===== src/rtl/sba_pkg.sv =====
`default_nettype none

package sba_pkg;

  localparam int MAX_BLOCKS = 64;
  localparam int IDX_W      = $clog2(MAX_BLOCKS);
  localparam int LINK_W     = $clog2(MAX_BLOCKS + 1);
  localparam int CNT_W      = LINK_W;

  localparam int SIZE_W   = 31;
  localparam int ADDR_W   = 32;
  localparam int ID_W     = 6;
  localparam int PREFIX_W = 6;
  localparam int STATUS_W = 2;
  localparam int HOST_W   = 5;
  localparam int GAP_W    = 27;

  localparam logic [LINK_W-1:0]   NO_LINK   = LINK_W'(MAX_BLOCKS);
  localparam logic [CNT_W-1:0]    CNT_FULL  = CNT_W'(MAX_BLOCKS);
  localparam logic [GAP_W-1:0]    GAP_LIMIT = 27'h7ffffff;

  localparam logic [STATUS_W-1:0] ST_OK   = 2'd0;
  localparam logic [STATUS_W-1:0] ST_FULL = 2'd1;
  localparam logic [STATUS_W-1:0] ST_OVFL = 2'd2;

  typedef struct packed {
    logic [ADDR_W-1:0] first;
    logic [ADDR_W-1:0] last;
    logic [LINK_W-1:0] link;
  } tbl_rd_t;

  typedef struct packed {
    logic              addr_we;
    logic [IDX_W-1:0]  addr_idx;
    logic [ADDR_W-1:0] first;
    logic [ADDR_W-1:0] last;
    logic              link_we;
    logic [IDX_W-1:0]  link_idx;
    logic [LINK_W-1:0] link;
  } tbl_wr_t;

  typedef struct packed {
    logic [ID_W-1:0]     block_id;
    logic [ADDR_W-1:0]   first_addr;
    logic [ADDR_W-1:0]   last_addr;
    logic [PREFIX_W-1:0] prefix_len;
    logic [STATUS_W-1:0] status;
  } res_t;

  // smallest h with 2^h >= size; bit length of size-1
  function automatic logic [HOST_W-1:0] host_bits(input logic [SIZE_W-1:0] size);
    logic [SIZE_W-1:0] m;
    logic [HOST_W-1:0] h;
    m = size - SIZE_W'(1);
    h = '0;
    for (int i = 0; i < SIZE_W; i++) begin
      if (m[i]) h = HOST_W'(i + 1);
    end
    if (size == '0) h = '0;
    return h;
  endfunction

  // bits 1..h-1 set
  function automatic logic [ADDR_W-1:0] mid_mask(input logic [HOST_W-1:0] h);
    logic [ADDR_W-1:0] m;
    m = '0;
    for (int i = 1; i < ADDR_W; i++) begin
      m[i] = (HOST_W'(i) < h);
    end
    return m;
  endfunction

endpackage

`default_nettype wire


===== src/rtl/sba_if.sv =====
`default_nettype none


interface sba_out_if
  import sba_pkg::*;
  ();
  logic                valid;
  logic                ready;
  logic [ID_W-1:0]     block_id;
  logic [ADDR_W-1:0]   first_addr;
  logic [ADDR_W-1:0]   last_addr;
  logic [PREFIX_W-1:0] prefix_len;
  logic [STATUS_W-1:0] status;

  modport source (output valid, output block_id, output first_addr, output last_addr,
                  output prefix_len, output status, input ready);
  modport sink   (input valid, input block_id, input first_addr, input last_addr,
                  input prefix_len, input status, output ready);
endinterface

`default_nettype wire


===== src/rtl/sba_out_reg.sv =====
`default_nettype none

module sba_out_reg
  import sba_pkg::*;
(
  input  wire logic  clk,
  input  wire logic  rst_n,
  input  wire logic  load,
  input  wire res_t  res,
  output logic       free,
  sba_out_if.source  out_ch
);

  logic valid_r;
  res_t data_r;

  assign free = !valid_r || out_ch.ready;

  always_ff @(posedge clk) begin
    if (!rst_n) begin
      valid_r <= 1'b0;
    end else if (free) begin
      valid_r <= load;
    end
  end

  always_ff @(posedge clk) begin
    if (free && load) data_r <= res;
  end

  assign out_ch.valid      = valid_r;
  assign out_ch.block_id   = data_r.block_id;
  assign out_ch.first_addr = data_r.first_addr;
  assign out_ch.last_addr  = data_r.last_addr;
  assign out_ch.prefix_len = data_r.prefix_len;
  assign out_ch.status     = data_r.status;

endmodule

`default_nettype wire


===== src/flat_wrapper.sv =====
// flat-port wrapper written by rule: the top's interface ports become plain ports
module sba_out_reg_flat import sba_pkg::*;
  (clk, rst_n, load, res, free, out_ch_valid, out_ch_block_id, out_ch_first_addr, out_ch_last_addr, out_ch_prefix_len, out_ch_status, out_ch_ready);
  sba_out_if out_ch_i ();
  input  wire logic clk;
  input  wire logic rst_n;
  input  wire logic load;
  input  wire res_t res;
  output logic free;
  output wire logic [$bits(out_ch_i.valid)-1:0] out_ch_valid;
  output wire logic [$bits(out_ch_i.block_id)-1:0] out_ch_block_id;
  output wire logic [$bits(out_ch_i.first_addr)-1:0] out_ch_first_addr;
  output wire logic [$bits(out_ch_i.last_addr)-1:0] out_ch_last_addr;
  output wire logic [$bits(out_ch_i.prefix_len)-1:0] out_ch_prefix_len;
  output wire logic [$bits(out_ch_i.status)-1:0] out_ch_status;
  input wire logic [$bits(out_ch_i.ready)-1:0] out_ch_ready;
  assign out_ch_valid = out_ch_i.valid;
  assign out_ch_block_id = out_ch_i.block_id;
  assign out_ch_first_addr = out_ch_i.first_addr;
  assign out_ch_last_addr = out_ch_i.last_addr;
  assign out_ch_prefix_len = out_ch_i.prefix_len;
  assign out_ch_status = out_ch_i.status;
  assign out_ch_i.ready = out_ch_ready;
  sba_out_reg u_core (.clk(clk), .rst_n(rst_n), .load(load), .res(res), .free(free), .out_ch(out_ch_i));
endmodule

===== config.mk =====
export PLATFORM = sky130hd
export DESIGN_NAME = sba_out_reg_flat
export DESIGN_NICKNAME = d
export VERILOG_FILES = /design/src/rtl/sba_pkg.sv /design/src/rtl/sba_if.sv /design/src/rtl/sba_out_reg.sv /design/src/flat_wrapper.sv
export SDC_FILE = /design/constraint.sdc
export NUM_CORES = 1
export LEC_CHECK = 0
export ABC_AREA = 0
export ABC_CLOCK_PERIOD_IN_PS = 1400
export BUFFER_PORTS_ARGS = -buffer_cell sky130_fd_sc_hd__buf_2
export CORE_MARGIN = 4
export CORE_UTILIZATION = 37
export CTS_BUF_LIST = sky130_fd_sc_hd__clkbuf_16
export DETAILED_ROUTE_END_ITERATION = 7
export GPL_ROUTABILITY_DRIVEN = 0
export GPL_TIMING_DRIVEN = 0
export PLACE_DENSITY = 0.81
export SLEW_MARGIN = 20
export SYNTH_ARGS = -nofsm -noshare
export SYNTH_HDL_FRONTEND = slang
export SYNTH_SLANG_ARGS = --single-unit

===== constraint.sdc =====
create_clock -name clk -period 1.4 [get_ports clk]
set_input_delay 0.21 -clock clk [delete_from_list [all_inputs] [get_ports clk]]
set_output_delay 0.21 -clock clk [all_outputs]
set_load 0.01 [all_outputs]

==> Word level (Yosys, flattened, before mapping) <==
Index checks and enable logic that the tools add are counted.
{ "word_totals": {"latchBits": 0, "rom_bits": 0, "output_inout_bits": 80, "register_bits": 79, "ramBits": 0, "n_memories": 0, "wordCells": 9} }
{ "op_classes": {"multipliers": 0, "eq_ne": 0, "div_mod_pow": 0, "n_reduce_logical": 3, "magnitude_cmp": 0, "n_mux": 0, "shift": 0, "add_sub_neg": 0, "n_bitwise": 0} }
{ "ops": {"columns": ["operator", "count"], "rows": [
  ["1-bit logical AND", 1],
  ["1-bit logical NOT", 1],
  ["1-bit logical OR", 1]
]} }

==> Longest topological paths before layout <==
{ "depth": {"depth_word": 3, "mapped_depth": 2, "mapped_depth_nobuf": 2} }

==> Worst setup path after synthesis <==
Ideal clock, no wire load.
{ "synth_timing": {"path_kind": "reg-to-reg", "from": "register u_core.valid_r (netlist: u_core.out_ch.valid)", "to": "register u_core.data_r (netlist bit u_core.out_ch.block_id[0]), enable pin", "path_stages_with_launch": 3, "slack_ns": -0.076, "t_arrival_ns": 1.094, "setup_ns": 0.382, "t_required_ns": 1.018, "n_path_buf": 0, "path_cell_list": "dfxtp_1 > nand2b_4 > and2_4"} }
{ "synth_via": {"elab_chain_cells": 3} }
{ "synth_rtl": {"columns": ["element", "line_no", "rtl"], "rows": [
  ["from (decl)", "sba_out_reg.sv:14", "logic valid_r;"],
  ["from (signal assigned)", "sba_out_reg.sv:23", "valid_r <= load;"],
  ["1-bit logical NOT", "sba_out_reg.sv:17", "assign free = !valid_r || out_ch.ready;"],
  ["1-bit logical OR", "sba_out_reg.sv:17", null],
  ["via free", "flat_wrapper.sv:9", "output logic free;"],
  ["1-bit logical AND", "sba_out_reg.sv:28", "if (free && load) data_r <= res;"],
  ["to (signal assigned)", "sba_out_reg.sv:28", null],
  ["to (decl)", "sba_out_reg.sv:15", "res_t data_r;"]
]} }
The timed path passes the listed nets, and every way through them passes these cells.
A chain may end at the register's enable or synchronous reset.

==> Worst setup path in the final report <==
{ "layout_timing": {"from": "register u_core.valid_r (netlist: u_core.out_ch.valid)", "to": "register u_core.data_r (netlist bit u_core.out_ch.last_addr[5]), enable pin"} }
{ "layout_via": {"elab_chain_cells": 3} }
{ "layout_rtl": {"columns": ["element", "line_no"], "rows": [
  ["1-bit logical NOT", "sba_out_reg.sv:17"],
  ["1-bit logical OR", "sba_out_reg.sv:17"],
  ["1-bit logical AND", "sba_out_reg.sv:28"]
]} }
No other way between the ends.

==> metrics <==
DRT Wirelength=5340 µm; Ant. Diodes=0; Comb pwr share=7.1%; Slew headroom=66.9%; critical path peak fanout=39; Int Power=4290 µW; Post-DP Area=3300 µm²; TritonCTS clock tree=done; Final Setup Violations=0; total CTS buffers=9; core area=6310 µm²; Via density=approximately 4.3; CP Data Arrival Time=1.22 ns; Startpoint Class=flip-flop; CTS Hold Buffers Added=0; initial antenna violation count=0; post-layout min period=1.26 ns; Cells after Synth=83; WS Path Type=reg -> reg; Max-cap violations=0; CP Capture Type=flip-flop; drt pass-1 iters=4; Cell variety after synth=6; Hold Path Class=in -> reg; 1st-iter DRT viols=between 60 and 70; final instance area=3590 µm²; Slew Limit Fails=0; Leakage=roughly 0.0016 µW; Layout Skew=0.00374 ns; Die H=88.5 µm; Reg power frac=roughly 52%; initial core utilization=38.0%; Fin. Hold Viols=0; Final Cycle Share=90.1%; vias in the first global route=~1,500; synthesized area=2400 µm²; H-tree depth=3; Die ar.=7840 µm²; sequential area share after synthesis=between 90% and 100%; RSZ-0062 raised after global routing=false; Clock Path Buffers=2; Post-CTS Setup Bufs=0; top cell type's share of synthesized area=97.6%; largest net degree at the start of global routing=40; I/O pin cnt=between 150 and 200; ANT nets after route=0; power density cells=~1500 nW/µm²; YS warnings=0; Post-CTS Resized=1; flops & latches, synth=79; CTS root buffer=clkbuf_16; status=complete, no violations; Area Overhead vs Synth=49.6%; top cells by area, synth=edfxtp_1 98%, dfxtp_1 0.83%, nand2b_4 0.57%, a21boi_2 0.47%, and2_4 0.36%; Synth Area per Inst=28.9 µm²; Avg WL per Cell=15.8 µm; reg2reg path depth=2; Yosys top cell by area=edfxtp_1; WHS Path Cells=1; switching pwr=1050 µW; IO buf count=roughly 160; Final nets=338; clock power share=40.4%; Vias=approximately 1,400; Worst-Skew Late Latency=0.32 ns; switch share=a little under 20%; Synth Net Count=approximately 170; Clock Sinks=79; WHS=0.0607 ns; Crit path required time=1.36 ns; layout cells sized above 1=68.5%; DIE WIDTH=88.5 µm; row count=29; grt total ovfl=0; All-Layer GR Usage=13.7%; worst-margin pin slew=0.496 ns; first-pass GRT wire length=7450 µm; clock-pin slew on the worst setup and hold paths=around 0.060 ns; # DRC=0; peak supply drop=between 1 and 1.5 mV; FMAX=0.793 GHz
==> path summary, 6_finish.rpt <==
path                       start                           to  slack [ns]
max          u_core.out_ch.valid   u_core.out_ch.last_addr[5]        0.14
min                      res[39]  u_core.out_ch.last_addr[31]        0.06
max reg2reg  u_core.out_ch.valid   u_core.out_ch.last_addr[5]        0.14
min reg2reg  u_core.out_ch.valid          u_core.out_ch.valid        0.50
==> power by group through the flow <==
| stage | logic, µW | clock network, µW | registers (µW) |
|---|---|---|---|
| 2_1_floorplan | 49.5 | 0 | 2930 |
| 3_3_place_gp | 375 | 0 | 2840 |
| 3_5_place_dp | 387 | 0 | 2850 |
| 4_1_cts | 392 | 2220 | 2800 |
| 5_1_grt | 421 | 2340 | 2810 |
| 6_report | 382 | 2160 | 2800 |
==> placed cells by master (no fill, tap or decap) <==
cell,instances
a21boi_2,1
and2_4,2
buf_2,161
bufinv_16,1
clkbuf_16,9
clkinv_1,2
clkinv_2,1
clkinvlp_4,1
dfxtp_2,1
edfxtp_1,78
inv_1,2
nand2b_4,1
==> registers in the layout, summed over array words and instances, names as in the netlist <==
signal and count:
u_core.out_ch.first_addr 32, u_core.out_ch.status 2, u_core.out_ch.last_addr 32, u_core.out_ch.valid 1, u_core.out_ch.block_id 6, u_core.out_ch.prefix_len 6
==> cell type report <==
type,count,area [µm²]
multi-input combinational,4,42.5
tap,77,96.3
clock inverter,6,53.8
timing repair buffer,161,806
fill,514,2720
sequential,79,2360
clock buffer,9,225
inverter,1,3.75
==> logic make-up (layout without fill, tap and decap cells) <==
family	after synthesis	count (layout)	synth area share, %
compound gates	1	1	0.469
flops	79	79	98.4
buf+inv	1	177	0.156
simple gates	2	3	0.938
==> per-layer routing <==
layer / share of wire (%) / global-route usage, %
met5: 0 / 0
met4: 1.6 / 6.18
met3: 17 / 9.50
met2: 48 / 20.6
met1: 34 / 14.8
==> synth_stat cells <==
cell / number
a21boi_2: 1
nand2b_4: 1
dfxtp_1: 1
edfxtp_1: 78
and2_4: 1
inv_1: 1
==> stage by stage <==
stage / instances / util (%) / setup slack (ns) / power [µW] / setup TNS (ns)
detailed placement: 321 / 52.3 / -0.244 / 3240 / -18.67
floorplan: 83 / - / -0.0458 / 2980 / -3.57
global route: 337 / 56.9 / 0.0710 / 5570 / 0
global placement: 321 / 52.3 / -0.180 / 3220 / -13.85
finish: 337 / 56.9 / 0.139 / 5340 / 0
CTS: 337 / 56.9 / 0.122 / 5420 / 0
==> worst max-delay path: stages (launching register included) <==
cell and delay (ns):
dfxtp_2 0.33, nand2b_4 0.08, and2_4 0.47
Note: power is estimated with default switching activity, not from simulation.
